$ cat src/hdl/srtdc_pkg.sv
// ---------------------------------------------------------------------------
// srtdc_pkg: shared types and constants for the 128-bit key sorter
// Holds the cell record, the drain state type and the key ordering function.
// ---------------------------------------------------------------------------
package srtdc_pkg;

    localparam int CAPACITY_DEF = 64;
    localparam int HALF_W       = 64;
    localparam int COUNT_W      = 7;
    localparam int S_DATA_W     = 128;
    localparam int M_DATA_W     = 136;

    localparam logic OP_LOAD   = 1'b0;
    localparam logic OP_FINISH = 1'b1;

    localparam logic MODE_COUNT = 1'b0;
    localparam logic MODE_LIST  = 1'b1;

    typedef struct packed {
        logic              valid;
        logic [HALF_W-1:0] upper;
        logic [HALF_W-1:0] lower;
    } cell_t;

    typedef enum logic {
        ST_IDLE,
        ST_DRAIN
    } state_t;

    // True when key a orders strictly before key b, upper half first.
    function automatic logic key_less(input cell_t a, input cell_t b);
        logic res;
        if (a.upper != b.upper)
        begin
            res = (a.upper < b.upper);
        end
        else
        begin
            res = (a.lower < b.lower);
        end
        return res;
    endfunction

endpackage

$ cat src/hdl/srtdc_cell.sv
// ---------------------------------------------------------------------------
// srtdc_cell: one slot of the insertion chain
// Holds one key. On a load it keeps its key, takes the new key or takes the
// key of the cell below; on a drain shift it takes the key of the cell above.
// ---------------------------------------------------------------------------
module srtdc_cell (
    input  logic            clk,
    input  logic            rst_n,
    input  logic            load,
    input  logic            shift,
    input  srtdc_pkg::cell_t new_key,
    input  srtdc_pkg::cell_t prev_cell,
    input  logic            prev_lt,
    input  srtdc_pkg::cell_t next_cell,
    output srtdc_pkg::cell_t key_out,
    output logic            lt
);
    import srtdc_pkg::*;

    logic              valid_reg;
    logic [HALF_W-1:0] upper_reg;
    logic [HALF_W-1:0] lower_reg;
    cell_t             cell_next;

    assign key_out = {valid_reg, upper_reg, lower_reg};

    // An empty cell counts as larger than any key, so lt is a suffix of ones.
    assign lt = !valid_reg || key_less(new_key, key_out);

    always_comb
    begin
        cell_next = key_out;
        if (load && lt)
        begin
            cell_next = prev_lt ? prev_cell : new_key;
        end
        else if (shift)
        begin
            cell_next = next_cell;
        end
    end

    always_ff @(posedge clk or negedge rst_n)
    begin
        if (!rst_n)
        begin
            valid_reg <= 1'b0;
        end
        else
        begin
            valid_reg <= cell_next.valid;
        end
    end

    always_ff @(posedge clk)
    begin
        upper_reg <= cell_next.upper;
        lower_reg <= cell_next.lower;
    end

endmodule

$ cat config.mk
export PLATFORM = sky130hd
export DESIGN_NAME = srtdc_cell
export DESIGN_NICKNAME = d
export VERILOG_FILES = /design/src/hdl/srtdc_pkg.sv /design/src/hdl/srtdc_cell.sv
export SDC_FILE = /design/constraint.sdc
export NUM_CORES = 1
export LEC_CHECK = 0
export ABC_AREA = 0
export BUFFER_PORTS_ARGS = -buffer_cell sky130_fd_sc_hd__buf_4
export CORE_AREA = 2 2 205 207
export DETAILED_ROUTE_END_ITERATION = 6
export DIE_AREA = 0 0 207 209
export GPL_ROUTABILITY_DRIVEN = 1
export MAX_ROUTING_LAYER = met4
export PLACE_DENSITY = 0.57
export SLEW_MARGIN = 40
export SYNTH_ARGS = -nofsm -noshare
export SYNTH_HDL_FRONTEND = slang
export SYNTH_SLANG_ARGS = --single-unit
$ cat constraint.sdc
create_clock -name clk -period 12.6 [get_ports clk]
set_clock_uncertainty 0.05 [all_clocks]
set_input_delay 3.78 -clock clk [delete_from_list [all_inputs] [get_ports clk]]
set_output_delay 3.78 -clock clk [all_outputs]
set_load 0.02 [all_outputs]
==> flow_summary.toml, run 1 <==
[route]
drtPass1Iterations = 4
drc_errors = 0
wl_per_cell_um = 19.3
vias = 8746
routed_wl_um = 37400
first_iter_violations = 439
vias_per_cell = 4.50
drtAntennaViolNets = 0

[cells_and_area]
nNetsFinal = 1910
post-route-cell-area_mm2 = 0.0157
final_common_cell = "buf_4"
drive_above_1_share_pct = 58.0
multiInputGateArea_mm2 = 0.00606
fill_cells = 4099
area_growth_syn_to_layout_pct = 47.6
diodes = 0
layout_common_cells = "buf_4, mux2_2, inv_1, edfxtp_1, ha_1"
seq_area_mm2 = 0.00387

[place]
globalplace.congestion = 0.905
port_buffers = 521
pre_cts_ws_ns = 2.26
dpl_cell_area_mm2 = 0.0151
hpwl_um = 31000

[floorplanning]
core_area_mm2 = 0.0413
boundaryPins = 522
initial_core_util_pct = 25.7
die_y_um = 209
num_rows = 75
dieArea_mm2 = 0.0433
die_x_um = 207

[grt]
track_usage_pct = 17.4
grt_max_degree = 69
grt_overflow_total = 0
antenna_found_initial = 0
grt_pass1_wl_um = 55600
grt_pass1_vias = 9237

[timing]
worst_pin_slew_ns = 0.896
hold_slack_ns = 0.660
timing.final.ws_setup_ns = 2.23
finalMaxSlewViolations = 0
setup-violations-final = 0
period_needed_ns = 10.37
rsz0062_at_grt = "no"
finalHoldViolations = 0
relSlewSlack_pct = 39.8
max_freq_mhz = 96.4
tns_ns = 0
fin_crit_sh_pct = 82.3

[logic_synthesis]
synthFlopType = "edfxtp_1"
ys_types = 44
synth-edff-count = 128
synthesis.area_mm2 = 0.0106
async_flop_share_pct = 0.775
synth_nets = 1394
syn_inst = 875
synth.avg_cell_area_um2 = 12.2
yosys_warnings = 0
ys_seq_area_share_pct = 36.4
synth_seq_cells = 129

[worst_setup_path]
critPathMaxFanout = 3
crit_arrival_ns = 6.54
end_kind = "output port"
rrSetupSlack_ns = 7.69
r2r_cells = 12
startpoint_type = "primary input"
r2r_start = "lower_reg[47]"
critPathKind = "primary input to output port"
required_ns = 8.77
reg2reg_to = "lower_reg[46]"

[worst_hold_path]
holdPathStages = 2
hold_path.class = "flip-flop to flip-flop"
min_from = "valid_reg"
whs_endpoint = "valid_reg"

[job]
cap_violations = 0

[power_and_ir_drop]
powerDensity_mw_per_mm2 = 115
leakage_nw = 7.70
ir_drop_mv = 0.0889

[cts]
cts_tree = "done"
numCtsBuffers = 17
ctsResizeCount = 0
clock-sinks = 129
clockBufferDepth = 2
clk_root_buffer_cell = "clkbuf_16"
insertion_delay_ns = 0.44
h-tree-depth = 4
post_cts_buffers = 0
holdBufCountCts = 0
clkTransAtPathRegs_ns = 0.06

[outcome]
outcome = "finished, final reports clean"
[Yosys cell counts, drive strengths merged (2+ instances only)]
cell type    n  area (µm²)
nor3         7        35.0
nor4         4        25.0
mux2       255        3240
a221oi       5        43.8
nand2b       2        20.0
nor2        10        37.5
a21oi       40         200
a211oi       8        60.1
mux2i        3        30.0
buf         15         184
edfxtp     128        3840
and4         5        43.8
o21ai       14        70.1
nand4       23         144
nand2       31         116
o211ai       3        22.5
a2111oi      2        30.0
nand3       17        85.1
ha         127        1590
a21o        15         113
inv        130         488
clkbuf      14        52.6
[report_power, final]
part / internal (mW) / switching [mW] / total [mW]
Combinational: 0.339 / 0.319 / 0.659
Clock: 0.347 / 0.203 / 0.550
Sequential: 0.555 / 0.0385 / 0.593
Total: 1.24 / 0.561 / 1.80
[worst max path at each step]
stage                        end  cells after the start        start  slack [ns]
detailed placement            lt                     10  new_key[53]        2.26
finish                        lt                     10  new_key[46]        2.23
CTS                           lt                     10  new_key[53]        2.25
global placement              lt                     10  new_key[53]        1.91
global route                  lt                     10  new_key[46]        2.11
floorplan           lower_reg[0]                     11  new_key[13]        3.22
[stage by stage]
stage / std cells / utilization, % / power, mW
2_1_floorplan: 875 / - / 0.986
3_5_place_dp: 1911 / 36.5 / 1.27
6_report: 1943 / 38.0 / 1.80
5_1_grt: 1943 / 38.0 / 1.90
4_1_cts: 1943 / 38.0 / 1.83
3_3_place_gp: 1910 / 36.4 / 1.26
[critical path: stages]
cell      delay (ns)
buf_4           0.12
ha_1            0.31
nand4_1         0.11
nor3_1          0.75
nand3_1         0.19
a21o_1          0.20
o41ai_1         0.47
a2111o_1        0.30
nand3_1         0.11
buf_4           0.19
[kinds of logic (layout without fill, tap and decap cells)]
group / Yosys count / count (layout) / synth area share (%)
flops: 129 / 129 / 36.4
fa+ha+maj: 127 / 127 / 14.9
mux: 258 / 258 / 30.8
buf+inv: 159 / 688 / 6.81
simple gates: 104 / 104 / 5.13
compound gates: 98 / 98 / 5.97
[area by class of cell]
cell class              count  area share (%)
clock inverters            14            1.24
flip-flops and latches    129            24.6
clock buffers              18            2.73
multi-input cells         587            38.6
well taps                 539            4.30
repair buffers            526            25.4
inverters                 130            3.11
[routing by layer]
layer	vias to the layer above	track usage (%)	wire (µm)
met5	-	-	0
met1	4133	20.7	15900
met3	26	3.73	1920
met4	0	4.78	572
li1	4279	-	-
met2	308	29.8	19000
Note: power is estimated with default switching activity, not from simulation.
==> run 2, diff against run 1 <==
--- a/config.mk
+++ b/config.mk
@@ -7,12 +7,12 @@
 export LEC_CHECK = 0
 export ABC_AREA = 0
 export BUFFER_PORTS_ARGS = -buffer_cell sky130_fd_sc_hd__buf_4
-export CORE_AREA = 2 2 205 207
+export CORE_AREA = 2 2 203 205
 export DETAILED_ROUTE_END_ITERATION = 6
-export DIE_AREA = 0 0 207 209
+export DIE_AREA = 0 0 205 207
 export GPL_ROUTABILITY_DRIVEN = 1
 export MAX_ROUTING_LAYER = met4
-export PLACE_DENSITY = 0.57
+export PLACE_DENSITY = 0.6
 export SLEW_MARGIN = 40
 export SYNTH_ARGS = -nofsm -noshare
 export SYNTH_HDL_FRONTEND = slang
==> constraint.sdc (replaced) <==
create_clock -name clk -period 9.15 [get_ports clk]
set_clock_uncertainty 0.05 [all_clocks]
set_input_delay 2.745 -clock clk [delete_from_list [all_inputs] [get_ports clk]]
set_output_delay 2.745 -clock clk [all_outputs]
set_load 0.02 [all_outputs]
==> run 2 against run 1 <==
  * Via count up 0.63%
  * Utilization up 0.72 points
  * Power up 34%
  * Sequential share of layout area up 0.095 points
  * Global-route usage up 0.82 points
  * Worst setup slack worse by 1.3 ns
  * Final area down 0.38%
  * Register-to-register slack worse by 3.4 ns
  * Sequential power up 38%
  * Critical endpoint unchanged
  * Largest cell class unchanged
  * Largest power group unchanged
==> flow_summary.toml, run 2 (same netlist as run 1, synthesis figures left out) <==
[outcome]
outcome = "finished, final reports clean"

[worst_setup_path]
cp_cell_sequence = "buf_4, ha_1, nand4_1, nor3_1, nand4_1, a211o_1, a2111o_1, nand3_1, buf_4"
end_kind = "output port"
critPathKind = "primary input to output port"
required_ns = 6.36
cpMaxStageDelayCell = "nor3_1"
crit_arrival_ns = 5.38
critPathMaxFanout = 4
slowest_delay_ns = 0.54
startpoint_type = "primary input"
path_delay_family = "simple AND/OR/NAND/NOR gates"
path_buf_inv = 2

[timing]
period_needed_ns = 8.17
worst_pin_slew_ns = 0.809
hold_slack_ns = 0.678
fin_crit_sh_pct = 89.3
tns_ns = 0
max_freq_mhz = 122
timing.final.ws_setup_ns = 0.976
finalMaxSlewViolations = 0
relSlewSlack_pct = 46.1
setup-violations-final = 0
finalHoldViolations = 0
rsz0062_at_grt = "no"

[floorplanning]
boundaryPins = 522
dieArea_mm2 = 0.0424
die_y_um = 207
die_x_um = 205
num_rows = 74
core_area_mm2 = 0.0404
initial_core_util_pct = 26.3

[place]
port_buffers = 521
pre_cts_ws_ns = 0.898
globalplace.congestion = 0.990
hpwl_um = 31700

[power_and_ir_drop]
powerDensity_mw_per_mm2 = 154
ir_drop_mv = 0.119
total_power_mw = 2.41
leakage_nw = 7.68

[cts]
clockBufferDepth = 2
clk_root_buffer_cell = "clkbuf_16"
holdBufCountCts = 0
ctsResizeCount = 0
cts_tree = "done"
clkTransAtPathRegs_ns = 0.06
numCtsBuffers = 17
h-tree-depth = 4
post_cts_buffers = 0
clock-sinks = 129
insertion_delay_ns = 0.44

[grt]
grt_overflow_total = 0
track_usage_pct = 18.3
grt_pass1_wl_um = 55800
grt_pass1_vias = 9216
antenna_found_initial = 1
grt_max_degree = 78

[cells_and_area]
drive_above_1_share_pct = 58.0
final_common_cell = "buf_4"
post-route-util_pct = 38.7
nNetsFinal = 1911
layout_common_cells = "buf_4, mux2_2, inv_1, edfxtp_1, ha_1"
area_growth_syn_to_layout_pct = 47.1

[route]
drtPass1Iterations = 5
vias_per_cell = 4.54
wl_per_cell_um = 19.9
routed_wl_um = 38600
first_iter_violations = 315
drc_errors = 0
drtAntennaViolNets = 0
vias = 8801

[worst_hold_path]
hold_path.class = "flip-flop to flip-flop"

[job]
cap_violations = 0
-- run 2: area by class of cell --
| cell class | instances | area [µm²] |
|---|---|---|
| antenna | 1 | 2.50 |
| clock buffer | 20 | 437 |
| clock inverter | 12 | 118 |
| fill | 3990 | 24700 |
| inverter | 130 | 488 |
| multi-input combinational | 587 | 6050 |
| sequential | 129 | 3870 |
| tap | 532 | 666 |
| timing repair buffer | 527 | 4000 |
-- run 2: worst reg2reg max path, stage by stage, from the launching register on --
cell	delay, ns
edfxtp_1	0.41
inv_1	0.07
ha_1	0.30
nand4_1	0.22
nor3_1	0.55
nand4_1	0.38
a211o_1	0.33
a2111o_1	0.44
a31o_4	0.47
nand2b_4	0.67
buf_12	0.45
-- run 2: metal layers --
metal	wire [µm]	part of all wire (%)	track usage (%)
met5	0	0	-
met4	851	2.2	5.56
met3	2340	6.1	4.31
met2	19500	50	31.1
met1	15900	41	21.1
-- run 2: stage by stage --
stage | area (µm²) | cells
6_report | 15600 | 1938
5_1_grt | 15600 | 1938
4_1_cts | 15600 | 1937
3_5_place_dp | 15100 | 1905
3_3_place_gp | 15100 | 1905
2_1_floorplan | 10600 | 875
-- run 2: worst paths after layout --
path | startpoint | endpoint | slack [ns] | cells past startpoint
setup / recovery | new_key[125] | lt | 0.98 | 9
hold / removal | valid_reg | valid_reg | 0.68 | 2
setup reg to reg | upper_reg[61] | upper_reg[28] | 4.34 | 10
hold reg to reg | valid_reg | valid_reg | 0.68 | 2
max in group asynchronous | rst_n | valid_reg | 6.94 | 1
min in group asynchronous | rst_n | valid_reg | 2.03 | 1
-- run 2: where the power goes --
part	switching (mW)	internal, mW	leakage, nW
sequential	0.0545	0.764	1.31
combinational	0.443	0.469	6.11
clock	0.281	0.397	0.262
==> run 3, diff against run 2 <==
--- a/config.mk
+++ b/config.mk
@@ -7,12 +7,14 @@
 export LEC_CHECK = 0
 export ABC_AREA = 0
 export BUFFER_PORTS_ARGS = -buffer_cell sky130_fd_sc_hd__buf_4
-export CORE_AREA = 2 2 203 205
+export CELL_PAD_IN_SITES_DETAIL_PLACEMENT = 2
+export CELL_PAD_IN_SITES_GLOBAL_PLACEMENT = 2
+export CORE_MARGIN = 2
+export CORE_UTILIZATION = 25
 export DETAILED_ROUTE_END_ITERATION = 6
-export DIE_AREA = 0 0 205 207
 export GPL_ROUTABILITY_DRIVEN = 1
 export MAX_ROUTING_LAYER = met4
-export PLACE_DENSITY = 0.6
+export PLACE_DENSITY = 0.83
 export SLEW_MARGIN = 40
 export SYNTH_ARGS = -nofsm -noshare
 export SYNTH_HDL_FRONTEND = slang
==> run 3 against run 2 <==
  * Combinational power rose by 3.5%
  * Global-route usage up 2.2 points
  * Fmax decreased by 0.40%
  * Sequential share of layout area barely moved
  * Hold slack lost 0.0071 ns
  * Largest cell class unchanged
  * Largest power group unchanged
==> flow_summary.toml, run 3 (same netlist as run 1, synthesis figures left out) <==
[worst_setup_path]
end_kind = "output port"
path_buf_inv = 2
critPathMaxFanout = 3
worstSetupStartpoint = "new_key[123]"
critPathKind = "primary input to output port"
slowest_delay_ns = 0.50
crit_arrival_ns = 5.41
cp_cell_sequence = "buf_4, ha_1, nand4_1, nor3_1, nand4_1, a211o_1, a2111o_1, nand3_1, buf_4"
r2r_start = "upper_reg[59]"
cpMaxStageDelayCell = "nor3_1"
required_ns = 6.36
startpoint_type = "primary input"
path_delay_family = "simple AND/OR/NAND/NOR gates"

[cts]
cts_tree = "done"
clockBufferDepth = 2
numCtsBuffers = 17
ctsResizeCount = 0
post_cts_buffers = 0
clk_root_buffer_cell = "clkbuf_16"
h-tree-depth = 4
clock-sinks = 129
insertion_delay_ns = 0.44
holdBufCountCts = 0
clkTransAtPathRegs_ns = 0.06

[timing]
timing.final.ws_setup_ns = 0.942
max_freq_mhz = 122
relSlewSlack_pct = 42.5
worst_pin_slew_ns = 0.862
hold_slack_ns = 0.670
rsz0062_at_grt = "no"
finalMaxSlewViolations = 0
finalHoldViolations = 0
fin_crit_sh_pct = 89.7
setup-violations-final = 0
tns_ns = 0
period_needed_ns = 8.21

[grt]
grt_pass1_wl_um = 64600
track_usage_pct = 20.4
antenna_found_initial = 5
grt_pass1_vias = 10600
grt_overflow_total = 0
grt_max_degree = 76

[outcome]
outcome = "finished, final reports clean"

[route]
routed_wl_um = 44800
vias = 9144
wl_per_cell_um = 22.9
first_iter_violations = 242
drc_errors = 0
drtAntennaViolNets = 0
drtPass1Iterations = 4
vias_per_cell = 4.69

[floorplanning]
dieArea_mm2 = 0.0442
initial_core_util_pct = 25.3
core_area_mm2 = 0.0419
die_y_um = 210
num_rows = 75
die_x_um = 210
boundaryPins = 522

[job]
cap_violations = 0

[cells_and_area]
final_cells = 1951
final_common_cell = "buf_4"
area_growth_syn_to_layout_pct = 47.1
layout_common_cells = "buf_4, mux2_2, inv_1, edfxtp_1, ha_1"
nNetsFinal = 1914
fill_cells = 4483
post-route-cell-area_mm2 = 0.0156
drive_above_1_share_pct = 57.9

[power_and_ir_drop]
power.internal_mw = 1.63
swShare_pct = 32.8
powerDensity_mw_per_mm2 = 155
pwr-share-clk_pct = 27.4
leakage_nw = 7.69
ir_drop_mv = 0.0838
switching_power_mw = 0.796
seqPwrFrac_pct = 33.7
comb_power_share_pct = 38.9

[place]
hpwl_um = 37200
pre_cts_ws_ns = 0.806
dpl_cell_area_mm2 = 0.0151
globalplace.congestion = 0.845
port_buffers = 521
numPlacedInstances = 1915

[worst_hold_path]
hold_path.class = "flip-flop to flip-flop"
min_from = "valid_reg"
## run 3: cell types whose count changed in the layout (fill, tap and decap cells not counted), moves of 2 or more
cell | before | now
clkbuf_1 | 3 | 5
buf_4 | 522 | 527
clkinvlp_4 | 3 | 0
diode_2 | 1 | 5
## run 3: area by class of cell
cell class,instances,area (µm²),area share (%)
Clock inverter,9,91.3,0.584
Antenna cell,5,12.5,0.0800
Clock buffer,22,444,2.84
Inverter,130,488,3.12
Timing Repair Buffer,530,4010,25.6
Sequential cell,129,3870,24.7
Tap cell,539,674,4.31
Multi-Input combinational cell,587,6050,38.7
## run 3: worst reg2reg max path: cells and delay by family (launching register included)
family          cells  cell delay, ns
compound gates      3            1.13
fa+ha+maj           1            0.33
buf+inv             2            0.60
flops               1            0.42
simple gates        4            1.39
## run 3: worst paths after layout
path | end | slack, ns | cells after the start
max | lt | 0.94 | 9
min | valid_reg | 0.67 | 2
max reg2reg | lower_reg[54] | 4.81 | 10
min reg2reg | valid_reg | 0.67 | 2
max in group asynchronous | valid_reg | 6.95 | 1
min in group asynchronous | valid_reg | 2.02 | 1
## run 3: stage by stage
| stage | power, mW | utilization, % |
|---|---|---|
| 6_report | 2.43 | 37.3 |
| 5_1_grt | 2.56 | 37.3 |
| 4_1_cts | 2.47 | 37.3 |
| 3_5_place_dp | 1.79 | 36.0 |
| 3_3_place_gp | 1.74 | 36.0 |
| 2_1_floorplan | 1.36 | - |
## run 3: metal layers
| metal | global-route usage [%] | routed length [µm] | part of all wire, % |
|---|---|---|---|
| met5 | - | 0 | 0 |
| met4 | 5.97 | 1070 | 2.4 |
| met3 | 5.80 | 2830 | 6.3 |
| met2 | 38.5 | 24300 | 54 |
| met1 | 20.4 | 16500 | 37 |
## run 3: power by group through the flow
| stage | registers, mW | clock network (mW) | logic, mW |
|---|---|---|---|
| after floorplan | 0.926 | 0 | 0.433 |
| after global placement | 0.824 | 0 | 0.918 |
| after detailed placement | 0.833 | 0 | 0.956 |
| after CTS | 0.821 | 0.688 | 0.964 |
| after global routing | 0.831 | 0.706 | 1.02 |
| final | 0.819 | 0.666 | 0.944 |
